File: config.mk
export PLATFORM = sky130hd
export DESIGN_NAME = drt_contain
export DESIGN_NICKNAME = d
export VERILOG_FILES = /design/src/rtl/drt_pkg.sv /design/src/rtl/drt_contain.sv
export SDC_FILE = /design/constraint.sdc
export NUM_CORES = 1
export LEC_CHECK = 0
export ABC_CLOCK_PERIOD_IN_PS = 4500
export CORE_MARGIN = 2
export CORE_UTILIZATION = 53
export DETAILED_ROUTE_END_ITERATION = 7
export DONT_BUFFER_PORTS = 1
export PLACE_DENSITY_LB_ADDON = 0.15
export SLEW_MARGIN = 0
export SYNTH_ARGS = -nofsm -noshare
export SYNTH_HDL_FRONTEND = slang
export SYNTH_SLANG_ARGS = --single-unit
File: constraint.sdc
create_clock -name vclk -period 4.5
set_input_delay 0.225 -clock vclk [all_inputs]
set_output_delay 0.225 -clock vclk [all_outputs]
set_load 0.01 [all_outputs]
File: src/rtl/drt_pkg.sv
// Shared types and constants for the dirty rectangle tracker.
package drt_pkg;

  localparam int MAX_ENTRIES = 512;
  localparam int ADDR_W = (MAX_ENTRIES > 1) ? $clog2(MAX_ENTRIES) : 1;
  localparam int CNT_W = $clog2(MAX_ENTRIES + 1);

  localparam int IN_DATA_W = 80;
  localparam int IN_USER_W = 2;
  localparam int OUT_DATA_W = 80;
  localparam int IDX_W = 9;
  localparam int ECNT_W = 10;

  typedef enum logic [1:0] {
    FN_ADD   = 2'd0,
    FN_CLEAR = 2'd1,
    FN_READ  = 2'd2,
    FN_NONE  = 2'd3
  } fn_t;

  typedef enum logic [2:0] {
    ST_ADDED   = 3'd0,
    ST_COVERED = 3'd1,
    ST_FULL    = 3'd2,
    ST_CLEARED = 3'd3,
    ST_READ    = 3'd4
  } status_t;

  typedef enum logic [1:0] {
    S_IDLE,
    S_SCAN,
    S_RDWAIT,
    S_FINISH
  } state_t;

  typedef struct packed {
    logic [15:0]        h;
    logic [15:0]        w;
    logic signed [15:0] y;
    logic signed [15:0] x;
  } rect_t;

endpackage

File: src/rtl/drt_contain.sv
// Containment test of a new rectangle against one stored rectangle.
module drt_contain
  import drt_pkg::*;
(
  input  rect_t stored,
  input  rect_t probe,
  output logic  hit
);

  logic signed [17:0] s_x;
  logic signed [17:0] s_y;
  logic signed [17:0] p_x;
  logic signed [17:0] p_y;
  logic signed [17:0] s_right;
  logic signed [17:0] s_bottom;
  logic signed [17:0] p_right;
  logic signed [17:0] p_bottom;

  always_comb begin
    s_x = 18'(stored.x);
    s_y = 18'(stored.y);
    p_x = 18'(probe.x);
    p_y = 18'(probe.y);
    s_right  = s_x + $signed({2'b00, stored.w});
    s_bottom = s_y + $signed({2'b00, stored.h});
    p_right  = p_x + $signed({2'b00, probe.w});
    p_bottom = p_y + $signed({2'b00, probe.h});
    hit = (s_x <= p_x) && (s_y <= p_y) && (s_right >= p_right) && (s_bottom >= p_bottom);
  end

endmodule

==> results.md <==
• Final Power: 0.789 mW
• Clock Buffer Count: 0
• WL final: 11.4 mm
• FFs & Latches: 0
• post-CTS setup buffers: 0
• number of fill cells: 847
• global-route usage over all layers: 23.7%
• Cell Count, Final, Fillers Out: 710
• most common cell after layout, fill and taps aside: sky130_fd_sc_hd__ha_1
• Detail Placement HPWL: 10.4 mm
• synth unique cells: 52
• effective utilization at floorplan: 53.7%
• number of gates resized after CTS: 0
• Site Rows: 34
• Max Clock Freq: 0.233 GHz
• Antenna diodes: 0
• Die W: 97.3 µm
• FF/Latch Area: 0 µm²
• number of design rule violations left after detail routing: 0
• final design utilization: 55.6%
• unrepaired setup endpoints after global routing: false
• core footprint: 8590 µm²
• most used cells in the layout excluding fill and tap cells: sky130_fd_sc_hd__ha_1 (136), sky130_fd_sc_hd__a21oi_1 (63), sky130_fd_sc_hd__inv_1 (57)
• largest net degree at the start of global routing: 9
• cells after synthesis: 600
• syn avg cell area: 7.69 µm²
• worst setup margin: 0.211 ns
• routed wirelength normalized by instance count: 16.0 µm
• Sum Neg Setup Slack: 0 ns
• max-slew violation count: 0
• count of buffers from port buffering: 0
• worst slack at placement: 0.125 ns
• path category of the worst min-delay check: in -> out
• Worst-Margin Slew: 0.406 ns
• maximum capacitance violations: 0
• post-route clock period utilization: 95.3%
• number of global-route vias before repair: 4279
• worst vdd rail ir drop: 0.0659 mV
• drt via density: 6.00
• shortest period the worst path allows: 4.29 ns
• kind of critical path: in -> out
• final hold viol count: 0
• GP Congestion: 0.919
• floorplan die height: 97.3 µm
• number of optimization iterations in the first detailed-route pass: 4
• share of cells above drive strength 1: 3.49%
• highest fanout seen on the critical path: 4
• area growth from synthesis to final layout: 3.55%
• initial antenna violation count: 0
• Iteration-0 DRC Markers: 159
• data required time at the worst endpoint: 4.28 ns
• static power due to leakage: 2.52 nW
• first-pass GRT wire length: 19.5 mm
• global route total overflow: 0
• cts-stage hold buffer count: 0
• data arrival at the endpoint of the critical path: 4.06 ns
• post-detailed-route count of antenna-violating nets: 0
• Net Count, Synth: 868
• Relative slew margins: 72.7%
• Top Ports: 129
• type of destination of the critical path: primary output
• overall die area: 9470 µm²
• Warnings, synthesis: 0
• status: finished clean
• post-synthesis sequential area ratio: 0%
• netlist area before placement: 4620 µm²
• Post-layout nets: 872
• final setup violation count: 0
• PD cells: 165 nW/µm²
• Startpoint Class: input pin
• total placed cells including tap cells: 710
• number of vias in the routed layout: 4259
==> power breakdown <==
part	total, mW	switching (mW)	internal [mW]
Combinational	0.789	0.418	0.371
Sequential	0	0	0
Clock	0	0	0
==> area by class of cell <==
cell class / instances / area (µm²) / share of cell area, %
timing repair buffer: 2 / 15.0 / 0.314
inverter: 57 / 214 / 4.48
tap: 108 / 135 / 2.83
multi-input combinational: 543 / 4420 / 92.4
==> critical path, cell delays in order <==
cell                       delay (ns)
sky130_fd_sc_hd__ha_1            0.22
sky130_fd_sc_hd__fa_1            0.41
sky130_fd_sc_hd__a21o_1          0.19
sky130_fd_sc_hd__a21o_1          0.21
sky130_fd_sc_hd__a211oi_2        0.35
sky130_fd_sc_hd__o21ai_0         0.22
sky130_fd_sc_hd__a31oi_1         0.23
sky130_fd_sc_hd__o21bai_1        0.11
sky130_fd_sc_hd__xnor2_1         0.14
sky130_fd_sc_hd__ha_1            0.30
sky130_fd_sc_hd__nand4_1         0.11
sky130_fd_sc_hd__or2_2           0.35
sky130_fd_sc_hd__o41ai_1         0.36
sky130_fd_sc_hd__nor4_1          0.13
sky130_fd_sc_hd__mux2i_1         0.13
sky130_fd_sc_hd__a211oi_1        0.21
sky130_fd_sc_hd__buf_4           0.18
==> path summary, 6_finish.rpt <==
kind	slack (ns)	to	startpoint	depth (start not counted)
max	0.21	hit	probe[0]	17
min	1.07	hit	stored[30]	6
==> routing by layer <==
metal	track usage (%)	wire length, µm	part of all wire, %	vias up
li1	-	-	-	2242
met1	34.6	5740	50	1905
met2	39.5	4970	44	106
met3	2.23	612	5.4	6
met4	1.71	63	0.55	0
met5	0	0	0	-
==> cell usage after synthesis, drive strengths merged (2+ instances only) <==
cell	number	area (µm²)
a2111oi	2	30.0
a211o	2	17.5
a211oi	6	50.1
a21o	56	425
a21oi	64	320
a31oi	6	37.5
and2	4	27.5
and3	5	31.3
and4	3	26.3
fa	4	80.1
ha	136	1700
inv	57	214
mux2i	2	20.0
nand2	22	82.6
nand2b	7	43.8
nand3	2	10.0
nand3b	2	15.0
nand4	17	106
nor2	37	139
nor2b	9	56.3
nor3	9	45.0
nor4	6	37.5
o2111ai	3	26.3
o211ai	2	15.0
o21a	13	97.6
o21ai	31	170
o21bai	10	75.1
o31a	2	17.5
o31ai	3	22.5
o41ai	2	17.5
or3	5	41.3
or4	2	15.0
xnor2	35	307
xor2	22	193
==> per-stage QoR <==
step | area [µm²] | hold slack [ns]
5_1_grt | 4780 | 1.14
2_1_floorplan | 4620 | 0.882
3_3_place_gp | 4770 | 1.07
4_1_cts | 4770 | 1.07
3_5_place_dp | 4770 | 1.07
6_report | 4780 | 1.07
==> kinds of logic (layout without fill, tap and decap cells) <==
kind of cell	Yosys count	count (layout)	share of synthesized area (%)
AO/OA/AOI/OAI	210	210	30.1
XOR/XNOR	57	57	10.8
adder cells (fa/ha/maj)	140	140	38.6
buffers and inverters	57	59	4.64
multiplexers	2	2	0.434
AND/OR/NAND/NOR	134	134	15.4
Power figures use the tool's default switching activity.
